==> config.mk <==
export PLATFORM = sky130hd
export DESIGN_NAME = frame_bitmap_allocator
export DESIGN_NICKNAME = d
export VERILOG_FILES = /design/src/rtl/fbm_pkg.sv /design/src/rtl/fbm_store.sv /design/src/rtl/frame_bitmap_allocator.sv
export SDC_FILE = /design/constraint.sdc
export NUM_CORES = 1
export LEC_CHECK = 0
export BUFFER_PORTS_ARGS = -buffer_cell sky130_fd_sc_hd__clkbuf_2
export CORE_AREA = 3 3 330 332
export CTS_CLUSTER_DIAMETER = 120
export DETAILED_ROUTE_END_ITERATION = 6
export DIE_AREA = 0 0 333 335
export GPL_TIMING_DRIVEN = 0
export PLACE_DENSITY_LB_ADDON = 0.12
export SETUP_SLACK_MARGIN = 0.5
export SYNTH_ARGS = -nofsm -noshare
export SYNTH_HDL_FRONTEND = slang
export SYNTH_SLANG_ARGS = --single-unit
==> constraint.sdc <==
create_clock -name i_clk -period 5 [get_ports i_clk]
set_input_delay 0.25 -clock i_clk [delete_from_list [all_inputs] [get_ports i_clk]]
set_output_delay 0.25 -clock i_clk [all_outputs]
set_load 0.1 [all_outputs]
==> src/rtl/fbm_pkg.sv <==
`timescale 1ns / 1ps
`default_nettype none

package fbm_pkg;

    // Default geometry of the bitmap
    localparam int BITMAP_WORDS_DEF  = 16;
    localparam int BITS_PER_WORD_DEF = 32;

    // Request and result field widths
    localparam int OP_W          = 3;
    localparam int FRAME_IN_W    = 9;
    localparam int RES_FRAME_W   = 9;
    localparam int S_TDATA_W     = 16;
    localparam int M_TDATA_W     = 16;

    // Operation codes
    localparam logic [OP_W-1:0] OP_CLEAR_ALL = 3'd0;
    localparam logic [OP_W-1:0] OP_MARK_USED = 3'd1;
    localparam logic [OP_W-1:0] OP_MARK_FREE = 3'd2;
    localparam logic [OP_W-1:0] OP_FIND      = 3'd3;
    localparam logic [OP_W-1:0] OP_ALLOC     = 3'd4;

endpackage

`default_nettype wire

==> src/rtl/fbm_store.sv <==
`timescale 1ns / 1ps
`default_nettype none

module fbm_store #(
    parameter int BITMAP_WORDS  = fbm_pkg::BITMAP_WORDS_DEF,
    parameter int BITS_PER_WORD = fbm_pkg::BITS_PER_WORD_DEF,
    parameter int ADDR_W        = (BITMAP_WORDS > 1) ? $clog2(BITMAP_WORDS) : 1
) (
    input  wire logic                     i_clk,
    input  wire logic                     i_rst_n,
    input  wire logic                     i_clr,
    input  wire logic                     i_wr_en,
    input  wire logic [ADDR_W-1:0]        i_wr_addr,
    input  wire logic [BITS_PER_WORD-1:0] i_wr_data,
    input  wire logic                     i_rd_en,
    input  wire logic [ADDR_W-1:0]        i_rd_addr,
    output logic [BITS_PER_WORD-1:0]      o_rd_data
);

    // Bitmap words; contents only meaningful where the valid bit is set
    logic [BITS_PER_WORD-1:0] r_mem [BITMAP_WORDS];
    logic [BITMAP_WORDS-1:0]  r_valid;
    logic [BITS_PER_WORD-1:0] r_rd_data;
    logic                     r_rd_valid;

    // Per-word valid bits: reset and clear-all free every frame at once
    always_ff @(posedge i_clk) begin
        if (!i_rst_n || i_clr) begin
            r_valid <= '0;
        end else if (i_wr_en) begin
            r_valid[i_wr_addr] <= 1'b1;
        end
    end

    // Write port
    always_ff @(posedge i_clk) begin
        if (i_wr_en) begin
            r_mem[i_wr_addr] <= i_wr_data;
        end
    end

    // Registered read port
    always_ff @(posedge i_clk) begin
        if (i_rd_en) begin
            r_rd_data  <= r_mem[i_rd_addr];
            r_rd_valid <= r_valid[i_rd_addr];
        end
    end

    // A word never written since the last clear reads as all free
    assign o_rd_data = r_rd_valid ? r_rd_data : '0;

endmodule

`default_nettype wire

==> src/rtl/frame_bitmap_allocator.sv <==
// Clear all and unused ops go straight to the result word; mark used/free splits the
// frame (word index by reciprocal multiply) and rewrites that word, or ends there when
// the frame lies beyond the bitmap; find reads one bitmap word per cycle through the
// single read port up to the first hit; allocate adds a write back. One request at a
// time: the next is taken the cycle after the result is queued, later while a held word
// waits. Synchronous active-low reset frees every frame and empties the output register.
`timescale 1ns / 1ps
`default_nettype none

module frame_bitmap_allocator #(
    parameter int BITMAP_WORDS  = fbm_pkg::BITMAP_WORDS_DEF,
    parameter int BITS_PER_WORD = fbm_pkg::BITS_PER_WORD_DEF
) (
    input  wire logic                           i_clk,
    input  wire logic                           i_rst_n,
    // request: [2:0] op, [11:3] frame_number, [15:12] zero
    input  wire logic                           s_axis_tvalid,
    output logic                                s_axis_tready,
    input  wire logic [fbm_pkg::S_TDATA_W-1:0]  s_axis_tdata,
    // result: [0] found, [9:1] result_frame, [15:10] zero
    output logic                                m_axis_tvalid,
    input  wire logic                           m_axis_tready,
    output logic [fbm_pkg::M_TDATA_W-1:0]       m_axis_tdata
);

    localparam int ADDR_W = (BITMAP_WORDS > 1) ? $clog2(BITMAP_WORDS) : 1;
    localparam int CNT_W  = $clog2(BITMAP_WORDS + 1);
    localparam int BIT_W  = $clog2(BITS_PER_WORD);
    localparam int FULL_W = $clog2(BITMAP_WORDS * BITS_PER_WORD);
    localparam int FR_W   = (FULL_W > fbm_pkg::RES_FRAME_W) ? FULL_W : fbm_pkg::RES_FRAME_W;
    localparam int OP_W   = fbm_pkg::OP_W;
    localparam int FIN_W  = fbm_pkg::FRAME_IN_W;

    // frame / BITS_PER_WORD as (frame * DIV_RCP) >> DIV_SH, exact over FIN_W-bit frames
    localparam int DIV_SH  = FIN_W + BIT_W;
    localparam int DIV_RCP = ((1 << DIV_SH) + BITS_PER_WORD - 1) / BITS_PER_WORD;
    localparam int PROD_W  = 2 * FIN_W + 2;

    localparam logic [2:0] S_IDLE = 3'd0;
    localparam logic [2:0] S_DIV  = 3'd1;
    localparam logic [2:0] S_MOD  = 3'd2;
    localparam logic [2:0] S_SCAN = 3'd3;
    localparam logic [2:0] S_WR   = 3'd4;
    localparam logic [2:0] S_DONE = 3'd5;

    // Lowest clear bit of a word
    function automatic logic [BIT_W-1:0] f_low_zero(input logic [BITS_PER_WORD-1:0] v);
        logic [BIT_W-1:0] idx;
        idx = '0;
        for (int i = BITS_PER_WORD - 1; i >= 0; i--) begin
            if (!v[i]) begin
                idx = BIT_W'(i);
            end
        end
        return idx;
    endfunction

    logic [2:0]               r_state, n_state;
    logic [OP_W-1:0]          r_op, n_op;
    logic [FIN_W-1:0]         r_rem, n_rem;
    logic [CNT_W-1:0]         r_cnt, n_cnt;
    logic                     r_chk_vld, n_chk_vld;
    logic [ADDR_W-1:0]        r_chk_addr, n_chk_addr;
    logic [BITS_PER_WORD-1:0] r_hit_word, n_hit_word;
    logic                     r_found, n_found;
    logic [FR_W-1:0]          r_frame, n_frame;
    logic                     r_out_vld, n_out_vld;
    logic                     r_out_found, n_out_found;
    logic [fbm_pkg::RES_FRAME_W-1:0] r_out_frame, n_out_frame;

    logic                     accept;
    logic                     st_clr;
    logic                     st_wr_en;
    logic [ADDR_W-1:0]        st_wr_addr;
    logic [BITS_PER_WORD-1:0] st_wr_data;
    logic                     st_rd_en;
    logic [ADDR_W-1:0]        st_rd_addr;
    logic [BITS_PER_WORD-1:0] st_rd_data;
    logic [BIT_W-1:0]         hit_bit;
    logic [BITS_PER_WORD-1:0] rem_mask;
    logic [BITS_PER_WORD-1:0] hit_mask;
    logic                     scan_issue;
    logic [PROD_W-1:0]        div_prod;
    logic [FIN_W-1:0]         div_q;
    logic [FIN_W-1:0]         div_r;
    logic                     div_ok;

    fbm_store #(
        .BITMAP_WORDS  (BITMAP_WORDS),
        .BITS_PER_WORD (BITS_PER_WORD),
        .ADDR_W        (ADDR_W)
    ) u_store (
        .i_clk     (i_clk),
        .i_rst_n   (i_rst_n),
        .i_clr     (st_clr),
        .i_wr_en   (st_wr_en),
        .i_wr_addr (st_wr_addr),
        .i_wr_data (st_wr_data),
        .i_rd_en   (st_rd_en),
        .i_rd_addr (st_rd_addr),
        .o_rd_data (st_rd_data)
    );

    assign s_axis_tready = (r_state == S_IDLE);
    assign accept        = s_axis_tvalid && s_axis_tready;
    assign hit_bit       = f_low_zero(st_rd_data);
    assign hit_mask      = BITS_PER_WORD'(1) << hit_bit;
    assign rem_mask      = BITS_PER_WORD'(1) << r_rem[BIT_W-1:0];
    assign scan_issue    = (r_cnt < CNT_W'(BITMAP_WORDS));

    // Word index and bit offset of the requested frame
    assign div_prod = PROD_W'(r_rem) * PROD_W'(DIV_RCP);
    assign div_q    = FIN_W'(div_prod >> DIV_SH);
    assign div_r    = r_rem - div_q * FIN_W'(BITS_PER_WORD);
    assign div_ok   = (int'(div_q) < BITMAP_WORDS);

    // Sequencer
    always_comb begin
        n_state     = r_state;
        n_op        = r_op;
        n_rem       = r_rem;
        n_cnt       = r_cnt;
        n_chk_vld   = r_chk_vld;
        n_chk_addr  = r_chk_addr;
        n_hit_word  = r_hit_word;
        n_found     = r_found;
        n_frame     = r_frame;
        n_out_vld   = r_out_vld && !m_axis_tready;
        n_out_found = r_out_found;
        n_out_frame = r_out_frame;
        st_clr      = 1'b0;
        st_wr_en    = 1'b0;
        st_wr_addr  = r_cnt[ADDR_W-1:0];
        st_wr_data  = '0;
        st_rd_en    = 1'b0;
        st_rd_addr  = r_cnt[ADDR_W-1:0];

        unique case (r_state)
            S_IDLE: begin
                if (accept) begin
                    n_op      = s_axis_tdata[OP_W-1:0];
                    n_rem     = s_axis_tdata[OP_W +: FIN_W];
                    n_cnt     = '0;
                    n_chk_vld = 1'b0;
                    n_found   = 1'b0;
                    n_frame   = '0;
                    unique case (s_axis_tdata[OP_W-1:0])
                        fbm_pkg::OP_CLEAR_ALL: begin
                            st_clr  = 1'b1;
                            n_state = S_DONE;
                        end
                        fbm_pkg::OP_MARK_USED,
                        fbm_pkg::OP_MARK_FREE: n_state = S_DIV;
                        fbm_pkg::OP_FIND,
                        fbm_pkg::OP_ALLOC:     n_state = S_SCAN;
                        default:               n_state = S_DONE;
                    endcase
                end
            end
            // split the frame into word and bit, read the word if it exists
            S_DIV: begin
                if (!div_ok) begin
                    n_state = S_DONE;
                end else begin
                    st_rd_en   = 1'b1;
                    st_rd_addr = ADDR_W'(div_q);
                    n_cnt      = CNT_W'(div_q);
                    n_rem      = div_r;
                    n_state    = S_MOD;
                end
            end
            // read-modify-write of one bit
            S_MOD: begin
                st_wr_en   = 1'b1;
                st_wr_data = (r_op == fbm_pkg::OP_MARK_USED) ? (st_rd_data | rem_mask)
                                                             : (st_rd_data & ~rem_mask);
                n_state    = S_DONE;
            end
            // one word read per cycle, previous word checked in the same cycle
            S_SCAN: begin
                st_rd_en   = scan_issue;
                n_chk_vld  = scan_issue;
                n_chk_addr = r_cnt[ADDR_W-1:0];
                if (scan_issue) begin
                    n_cnt = r_cnt + CNT_W'(1);
                end
                if (r_chk_vld && !(&st_rd_data)) begin
                    n_found    = 1'b1;
                    n_chk_addr = r_chk_addr;
                    n_frame    = FR_W'(r_chk_addr) * FR_W'(BITS_PER_WORD) + FR_W'(hit_bit);
                    n_hit_word = st_rd_data | hit_mask;
                    n_state    = (r_op == fbm_pkg::OP_ALLOC) ? S_WR : S_DONE;
                end else if (r_chk_vld && !scan_issue) begin
                    n_state = S_DONE;
                end
            end
            S_WR: begin
                st_wr_en   = 1'b1;
                st_wr_addr = r_chk_addr;
                st_wr_data = r_hit_word;
                n_state    = S_DONE;
            end
            S_DONE: begin
                if (!r_out_vld || m_axis_tready) begin
                    n_out_vld   = 1'b1;
                    n_out_found = r_found;
                    n_out_frame = r_frame[fbm_pkg::RES_FRAME_W-1:0];
                    n_state     = S_IDLE;
                end
            end
            default: n_state = S_IDLE;
        endcase
    end

    // Control state
    always_ff @(posedge i_clk) begin
        if (!i_rst_n) begin
            r_state   <= S_IDLE;
            r_out_vld <= 1'b0;
            r_chk_vld <= 1'b0;
        end else begin
            r_state   <= n_state;
            r_out_vld <= n_out_vld;
            r_chk_vld <= n_chk_vld;
        end
    end

    // Working and result registers
    always_ff @(posedge i_clk) begin
        r_op        <= n_op;
        r_rem       <= n_rem;
        r_cnt       <= n_cnt;
        r_chk_addr  <= n_chk_addr;
        r_hit_word  <= n_hit_word;
        r_found     <= n_found;
        r_frame     <= n_frame;
        r_out_found <= n_out_found;
        r_out_frame <= n_out_frame;
    end

    assign m_axis_tvalid = r_out_vld;
    assign m_axis_tdata  = {{(fbm_pkg::M_TDATA_W - fbm_pkg::RES_FRAME_W - 1){1'b0}},
                            r_out_frame, r_out_found};

`ifndef SYNTH
    // a taken request blocks the input until its result is queued
    a_busy_after_accept: assert property (@(posedge i_clk) disable iff (!i_rst_n)
        accept |=> !s_axis_tready)
        else $error("input ready right after accepting a request");

    // a miss always reports frame zero
    a_miss_zero: assert property (@(posedge i_clk) disable iff (!i_rst_n)
        (m_axis_tvalid && !r_out_found) |-> (r_out_frame == '0))
        else $error("result without a hit carries a nonzero frame");

    // the bit update uses a remainder below the word size
    a_rem_bound: assert property (@(posedge i_clk) disable iff (!i_rst_n)
        (r_state == S_MOD) |-> (r_rem < FIN_W'(BITS_PER_WORD)))
        else $error("bit index beyond word size");

    // the scan never runs past the last word
    a_scan_bound: assert property (@(posedge i_clk) disable iff (!i_rst_n)
        (r_state == S_SCAN) |-> (r_cnt <= CNT_W'(BITMAP_WORDS)))
        else $error("scan address beyond bitmap");

    // an allocate writes back exactly once after a hit
    a_alloc_wr: assert property (@(posedge i_clk) disable iff (!i_rst_n)
        (r_state == S_WR) |-> (r_found && $past(r_state) == S_SCAN))
        else $error("write back without a preceding hit");
`endif

endmodule

`default_nettype wire

==> results_dict.tcl, run 1 <==
set metrics [dict create \
    run_status "complete, no violations" \
    yosys_most_used_dff "edfxtp_1" \
    start_kind "flip-flop" \
    synth_top_area_frac 0.702 \
    die_area_mm2 0.112 \
    clock-root-buffer "clkbuf_16" \
    num_vias 17000 \
    hp-class "in -> reg" \
    wl_per_cell_um 24.2 \
    rows 120 \
    internal-power_w 0.0106 \
    synth_top_family_by_area "simple AND/OR/NAND/NOR gates" \
    synth-compound-area-share 0.0611 \
    synthSimpleGateAreaFrac 0.146 \
    antenna_found_initial 0 \
    drv_slew 0 \
    skew_ps 28.7 \
    cts.repair.resized 0 \
    cts_tree "yes" \
    power_density_mw_per_mm2 502 \
    synth_top_cell_by_area "edfxtp_1" \
    num-fill-cells 10900 \
    ant_nets 0 \
    wl_um 87900 \
    insertion_delay_ps 640 \
    p_comb_frac 0.237 \
    p_clk_frac 0.352 \
    synth_edf_count 618 \
    synth.ff_latch_count 639 \
    total_power_w 0.0158 \
    worst_ep_arrival_time_ps 4160 \
    worst_pin_slew_ps 1200 \
    vias_per_cell 4.69 \
    synth-warning-count 0 \
    period_minus_slack_ps 3850 \
    finalSetupTns_ps 0 \
    grt_overflow 0 \
    htreeDepth 3 \
    routabilityCongestion 0.826 \
    drc 0 \
    yosysUniqueCellTypes 59 \
    drv_cap 0 \
    final_util 0.296 \
    syn_area_per_cell_um2 13.1 \
    multiInputGateArea_mm2 0.00696 \
    p_leak_nw 10.9 \
    endpoint_kind "flip-flop" \
    holdBufCountCts 14 \
    cts_buffer_depth 3 \
    drt_iter0_markers 1362 \
    grtUsageTotal 0.157 \
    synthTopCellsByCount "edfxtp_1, nand2_1, nand3_1" \
    initial_core_util 0.248 \
    muxShareOfSynthArea 0.0478 \
    grt_setup_unrepaired "no" \
    synthXorXnorAreaFrac 0.00132 \
    final_layout_size_suffix_gt1_frac 0.116 \
    drt-pass1-iter-count 5 \
    io_pins 38 \
    io_buffers 27 \
    grt_max_degree 27 \
    core_area_mm2 0.107 \
    syn_to_final_growth_pct 19.2 \
    sw_frac_of_total 0.327 \
    placed_area_mm2 0.0289 \
    register_area_mm2 0.0190 \
    seq_area_frac_synth 0.717 \
    relSlewSlack 0.195 \
    postLayoutCellArea_mm2 0.0315 \
    peakVddDrop_mv 0.275 \
    grt_pass1_vias 17200 \
    synth_area_leaders "edfxtp_1, nand2_1, mux2i_1, nand3_1, dfxtp_1" \
    fmax_mhz 260 \
    period_share 0.770 \
    ys_async_sr_fraction 0 \
    die_h_um 335 \
    power_switching_w 0.00517 \
    worst-setup-path-type "reg -> reg" \
    fin_nets 2190 \
    antenna_cells 0 \
    required_ps 5310 \
    synth.most_common_cell "edfxtp_1" \
    syn_inst 2026 \
    hold_viol 0 \
    cts_sinks 639 \
    final-setup-viol-count 0 \
    syn_area_mm2 0.0265 \
    cts_made_buffers 76 \
    post_cts_buffers 0 \
    p_seq_frac 0.411 \
    place_hpwl_um 61400 \
    chipWidth_um 333 \
    crit_fanout 18 \
    synth_adder_area_share 0.000473 \
    grt_pass1_wl_um 127000 \
    clk_pin_slew_ps 50 \
]
power groups by stage:
stage	clock, W	sequential, W	combinational (W)
after floorplan	0	0.00654	0.00215
after global placement	0	0.00663	0.00373
after detailed placement	0	0.00661	0.00381
after CTS	0.00571	0.00650	0.00382
after global routing	0.00591	0.00652	0.00409
final	0.00556	0.00650	0.00375
cell type report:
cell class / instances / share of cell area
clock buffer: 84 / 0.0619
inverter: 14 / 0.00167
clock inverter: 51 / 0.0170
buffer: 125 / 0.0197
multi-input combinational: 1253 / 0.221
sequential: 639 / 0.602
timing repair buffer: 60 / 0.0217
tap: 1403 / 0.0557
critical path, stage by stage, from the launching register on:
cell and delay, ps:
dfxtp_1 300, clkbuf_1 300, nor3b_1 810, clkbuf_1 490
a32oi_1 490, nor2_4 810, buf_12 270
metal layers:
metal	GRT usage	routed length, um	share of wire
met1	0.215	40500	0.46
met2	0.259	41500	0.47
met3	0.0216	3980	0.045
met4	0.0448	1880	0.021
met5	0	0	0
sequential cells by signal, indices dropped and copies added (netlist names), 4 cells and up:
signal             cells
u_store.r_mem        512
r_hit_word            32
u_store.r_rd_data     32
u_store.r_valid       16
r_frame                9
r_out_frame            9
r_rem                  9
r_cnt                  5
r_chk_addr             4
per-stage QoR:
stage	hold slack [ps]	worst slack, ps	instances
floorplan	349	981	2031
global placement	401	-1400	3461
detailed placement	406	1120	3480
CTS	64.7	1090	3629
global route	145	947	3629
finish	104	1150	3629
kinds of logic (layout without fill, tap and decap cells):
kind of cell               count (synthesis)  in the layout
DFF                                      639            639
buffers and inverters                    139            334
other                                      2              7
xor gates and xnor gates                   4              4
muxes                                    125            125
and+or+nand+nor                          902            902
adders and majority gates                  1              1
AOI/OAI and AO/OA                        214            214
final timing paths:
| check | startpoint | end | slack (ps) | cells after the start |
|---|---|---|---|---|
| setup reg to reg | r_state[2] | u_store.r_mem[2][23] | 1150 | 6 |
| hold / removal | s_axis_tvalid | r_state[1] | 100 | 4 |
| setup / recovery | r_state[2] | u_store.r_mem[2][23] | 1150 | 6 |
| hold reg to reg | r_frame[0] | r_out_frame[0] | 420 | 0 |
cells in the final DEF (no fill, tap or decap), types with 20 or more instances in the layout:
master	netlist	final
nor2_1	59	42
edfxtp_1	618	618
a32oi_1	34	34
buf_2	53	53
dfxtp_1	21	21
mux2i_1	124	124
o21ai_0	28	26
o221ai_1	34	34
a22o_1	32	32
clkbuf_1	41	48
nand3_1	231	231
nand2_1	538	538
o21a_1	20	20
clkbuf_2	0	27
clkbuf_16	0	77
Note: power is estimated with default switching activity, not from simulation.
==> run 2, diff against run 1 <==
- clock period: 5 -> 3.5 ns (I/O delays scaled with it)
==> run 2 against run 1 <==
Final area is 2.5% higher. First-iteration DRC count up 5.9%. Non-clock buffer count increased by 34. Count of clock-buffer cells in the layout increased by 10. Via count increased by 0.68%. Critical path type unchanged. Largest cell class unchanged. Largest power group unchanged. Highest routed layer unchanged.
==> results_dict.tcl, run 2 (synthesis results as in run 1) <==
set metrics [dict create \
    run_status "complete, no violations" \
    largest_registers "u_store.r_mem (512), r_hit_word (32), u_store.r_rd_data (32)" \
    wl_um 88100 \
    worst_ep_arrival_time_ps 3290 \
    crit_start "r_state[1]" \
    cts_buffer_depth 3 \
    top_register "u_store.r_mem" \
    internal-power_w 0.0151 \
    power_density_mw_per_mm2 698 \
    clock-root-buffer "clkbuf_16" \
    drv_cap 0 \
    peakVddDrop_mv 0.304 \
    final_common_cell "edfxtp_1" \
    holdWs_ps 322 \
    die_area_mm2 0.112 \
    rows 120 \
    grt_pass1_vias 17100 \
    routabilityCongestion 0.824 \
    vias_per_cell 4.68 \
    antenna_found_initial 4 \
    p_seq_frac 0.411 \
    syn_to_final_growth_pct 22.3 \
    endpoint_kind "flip-flop" \
    final_cell_mix "edfxtp_1, nand2_1, nand3_1" \
    final-setup-viol-count 0 \
    grt_setup_unrepaired "yes" \
    p_clk_frac 0.326 \
    regToRegStartpoint "r_state[1]" \
    hp-start "s_axis_tdata[1]" \
    io_buffers 27 \
    core_area_mm2 0.107 \
    hold_viol 0 \
    sw_frac_of_total 0.333 \
    relSlewSlack 0.179 \
    chipWidth_um 333 \
    fmax_mhz 338 \
    drv_slew 0 \
    skew_ps 25.0 \
    htreeDepth 3 \
    final_layout_size_suffix_gt1_frac 0.167 \
    p_comb_frac 0.263 \
    period_minus_slack_ps 2950 \
    met3_usage 0.0195 \
    grt_max_degree 27 \
    grtUsageTotal 0.156 \
    pre_cts_slack_ps -284 \
    worst_slack_ps 545 \
    num_vias 17100 \
    grt.busiest_layer "met2" \
    use_met1 0.216 \
    placed_area_mm2 0.0289 \
    hp-class "in -> reg" \
    io_pins 38 \
    drt-pass1-iter-count 5 \
    cts_made_buffers 75 \
    fin_nets 2223 \
    wl_per_cell_um 24.0 \
    insertion_delay_ps 630 \
    power_switching_w 0.00752 \
    final_util 0.303 \
    start_kind "flip-flop" \
    drc 0 \
    worst-setup-path-type "reg -> reg" \
    cts_tree "yes" \
    use_met2 0.254 \
    largest_reg_flops 512 \
    grt_pass1_wl_um 126000 \
    ant_nets 0 \
    postLayoutCellArea_mm2 0.0323 \
    initial_core_util 0.248 \
    crit_fanout 10 \
    total_power_w 0.0226 \
    place_hpwl_um 60900 \
    grt_overflow 0 \
    drt_iter0_markers 1442 \
    die_h_um 335 \
    cts_sinks 639 \
    p_leak_nw 11.2 \
    required_ps 3830 \
    clk_pin_slew_ps 60 \
    worst_pin_slew_ps 1230 \
    period_share 0.844 \
]
## run 2: changes by cell type in the layout (fill, tap and decap cells not counted), sizes merged
cell           delta
clkinvlp          -3
clkinv            -4
clkbuf           +17
bufinv            -6
diode             +2
buf              +25
inv               +1
dlygate4sd3       +1
clkdlybuf4s18     +1
## run 2: critical path, stage by stage (launching register included)
cell	delay [ps]
dfxtp_1	290
buf_2	170
or3b_1	420
buf_6	170
a21oi_4	260
buf_4	180
buf_2	470
mux2i_1	220
a32oi_1	270
o221ai_2	200
## run 2: layer usage
metal  part of all wire  vias to the layer above
met2               0.47                      431
met5                  0                        -
met4              0.024                        0
li1                   -                     7851
met1               0.46                     8746
met3              0.041                      111
## run 2: cell type report
type	instances	area (um^2)
sequential	639	19000
buffer	125	790
clock buffer	94	1950
tap	1403	1760
timing repair buffer	94	1180
fill	10700	74300
clock inverter	39	314
antenna	2	5.00
inverter	14	52.6
multi-input combinational	1253	7320
## run 2: timing repair
item	4_1_cts	5_1_grt
buffers inserted	31	0
cloned	1	2
gates resized for setup	101	54
endpoints found under the setup margin	1067	906
hold buffers	15	0
hold endpoints to repair	17	0
pin swaps	16	6
## run 2: per-stage QoR
| stage | cells | setup TNS [ps] |
|---|---|---|
| after floorplan | 2031 | 0 |
| after global placement | 3461 | -1304490 |
| after detailed placement | 3479 | -47110 |
| after CTS | 3659 | 0 |
| after global routing | 3661 | 0 |
| final | 3663 | 0 |
## run 2: power by group through the flow
stage | clock network (W) | logic, W | registers (W)
floorplan | 0 | 0.00308 | 0.00934
global placement | 0 | 0.00530 | 0.00946
detailed placement | 0 | 0.00540 | 0.00944
CTS | 0.00758 | 0.00579 | 0.00928
global route | 0.00789 | 0.00643 | 0.00931
finish | 0.00737 | 0.00593 | 0.00929
## run 2: final timing paths
| path | slack [ps] | cells after the start | end |
|---|---|---|---|
| max | 550 | 9 | u_store.r_rd_data[22] |
| min | 320 | 2 | r_op[1] |
| max reg2reg | 550 | 9 | u_store.r_rd_data[22] |
| min reg2reg | 410 | 0 | r_out_frame[1] |
==> run 3, diff against run 2 <==
- clock period: 3.5 -> 2.5 ns (I/O delays scaled with it)
==> run 3 against run 2 <==
The flow now finishes with violations (setup timing). Final area is 10% higher. Maximum frequency is 4.6% higher. Power is 53% higher. Highest routed layer unchanged. Critical endpoint is now u_store.r_rd_data[14]. Clock skew is 7.1 ps higher. Sequential power is 41% higher. Global-route usage is 1.3 points higher. Sequential cell count stayed put. Clock power is 44% higher. Critical path depth is 3 higher. Register-to-register slack worse by 870 ps. Largest power group unchanged.
==> results_dict.tcl, run 3 (synthesis results as in run 1) <==
set metrics [dict create \
    crit_family "buffers and inverters" \
    grtUsageTotal 0.169 \
    io_buffers 27 \
    final_common_cell "edfxtp_1" \
    multiInputGateArea_mm2 0.00907 \
    cts_buffer_depth 3 \
    drc 0 \
    crit_start "r_state[2]" \
    wl_per_cell_um 26.9 \
    internal-power_w 0.0225 \
    power_density_mw_per_mm2 965 \
    crit_slowest_cell "or3b_4" \
    hold_viol 0 \
    largest_reg_flops 512 \
    chipWidth_um 333 \
    die_h_um 335 \
    final-setup-viol-count 124 \
    p_seq_frac 0.379 \
    core_area_mm2 0.107 \
    ant_nets 0 \
    required_ps 2860 \
    num-fill-cells 10400 \
    htreeDepth 3 \
    grt_max_degree 34 \
    cts_made_buffers 77 \
    endpoint "u_store.r_rd_data[14]" \
    grt_pass1_wl_um 135000 \
    worstRegToRegCells 12 \
    reg2reg_setup_slack_ps -320 \
    worstPathCellList "buf_8 -> or3b_4 -> buf_8 -> mux2i_4 -> buf_12 -> buf_16 -> buf_12 -> buf_6 -> mux2i_1 -> mux2i_1 -> a32oi_2 -> o221ai_2" \
    skew_ps 32.1 \
    period_minus_slack_ps 2820 \
    final_layout_size_suffix_gt1_frac 0.287 \
    grt_pass1_vias 17800 \
    rows 120 \
    cts_tree "yes" \
    crit_cells 12 \
    antenna_found_initial 4 \
    wl_um 102000 \
    fin_nets 2339 \
    worst-setup-path-type "reg -> reg" \
    final_util 0.335 \
    register_area_mm2 0.0190 \
    worst_ep_arrival_time_ps 3180 \
    sw_frac_of_total 0.346 \
    die_area_mm2 0.112 \
    drt-pass1-iter-count 5 \
    p_clk_frac 0.307 \
    violations "setup timing" \
    grt_setup_unrepaired "yes" \
    finalSetupTns_ps -12010 \
    worst_slack_ps -324 \
    worst-path-buf-inv 6 \
    top_register "u_store.r_mem" \
    relSlewSlack 0.347 \
    slowest_delay_ps 390 \
    largest_registers "u_store.r_mem (512), r_hit_word (32), u_store.r_rd_data (32)" \
    drv_slew 0 \
    crit_fanout 7 \
    io_pins 38 \
    clock-root-buffer "clkbuf_16" \
    drt_iter0_markers 1465 \
    worst_pin_slew_ps 979 \
    fmax_mhz 354 \
    rr_endpoint "u_store.r_rd_data[14]" \
    hp-class "in -> reg" \
    endpoint_kind "flip-flop" \
    final_cell_mix "edfxtp_1, nand2_1, nand3_1" \
    insertion_delay_ps 660 \
    grt_overflow 0 \
    peakVddDrop_mv 0.476 \
    routabilityCongestion 0.859 \
    p_comb_frac 0.314 \
    regToRegStartpoint "r_state[2]" \
    initial_core_util 0.248 \
    num_vias 18200 \
    cts_sinks 639 \
    run_status "complete, but fails checks" \
    vias_per_cell 4.80 \
    start_kind "flip-flop" \
    period_share 1.13 \
    syn_to_final_growth_pct 34.9 \
    place_hpwl_um 62400 \
    drv_cap 0 \
    p_leak_nw 12.5 \
    clk_pin_slew_ps 60 \
    power_switching_w 0.0119 \
]
==> run 3: area by class of cell <==
cell class,instances,share of cell area
antenna,2,0.000140
buffer,125,0.0305
clock buffer,97,0.0561
clock inverter,45,0.00999
inverter,14,0.00147
multi-input combinational,1268,0.254
sequential,639,0.532
tap,1403,0.0492
timing repair buffer,193,0.0667
==> run 3: metal layers <==
layer,wire [um],GRT usage,vias up,part of all wire
met1,46100,0.231,9318,0.45
li1,-,-,8173,-
met5,0,0,-,0
met3,5720,0.0210,139,0.056
met4,3070,0.0534,0,0.030
met2,46900,0.278,546,0.46
==> run 3: worst min path at each step <==
stage                                from       to  slack [ps]  cells past startpoint
after CTS                 s_axis_tdata[0]  r_op[0]         240                      2
final                     s_axis_tdata[0]  r_op[0]         270                      2
after global routing      s_axis_tdata[1]  r_op[1]         260                      2
after floorplan           s_axis_tdata[0]  r_op[0]         220                      0
after global placement    s_axis_tdata[1]  r_op[1]         360                      1
after detailed placement  s_axis_tdata[0]  r_op[0]         360                      1
==> run 3: timing repair <==
item,in CTS,in global routing
gates resized for setup,309,216
setup endpoints to repair,1191,1212
buffers inserted,63,53
gates cloned,10,21
hold buffers,15,0
pin swaps,44,54
endpoints found under the hold margin,17,0
==> run 3: power groups by stage <==
stage               Clock (W)  Combinational [W]  Sequential (W)
finish                 0.0106             0.0108          0.0131
CTS                    0.0109            0.00959          0.0130
global placement            0            0.00774          0.0132
global route           0.0113             0.0115          0.0131
floorplan                   0            0.00455          0.0131
detailed placement          0            0.00783          0.0132
==> run 3: per-stage QoR <==
step / instance area [um^2] / hold slack, ps / power (W) / cells / worst slack (ps)
after floorplan: 26900 / 224 / 0.0176 / 2031 / 151
after global placement: 28800 / 358 / 0.0210 / 3461 / -1170
after detailed placement: 29200 / 363 / 0.0211 / 3480 / -1160
after CTS: 33800 / 239 / 0.0335 / 3710 / -376
after global routing: 35700 / 265 / 0.0359 / 3784 / -432
final: 35700 / 273 / 0.0345 / 3786 / -324
==> run 3: worst reg2reg max path: stages, from the launching register on <==
cell and delay, ps:
dfxtp_2 320, buf_8 120, or3b_4 400, buf_8 150, mux2i_4 200, buf_12 160
buf_16 190, buf_12 170, buf_6 110, mux2i_1 170, mux2i_1 130, a32oi_2 250
o221ai_2 180
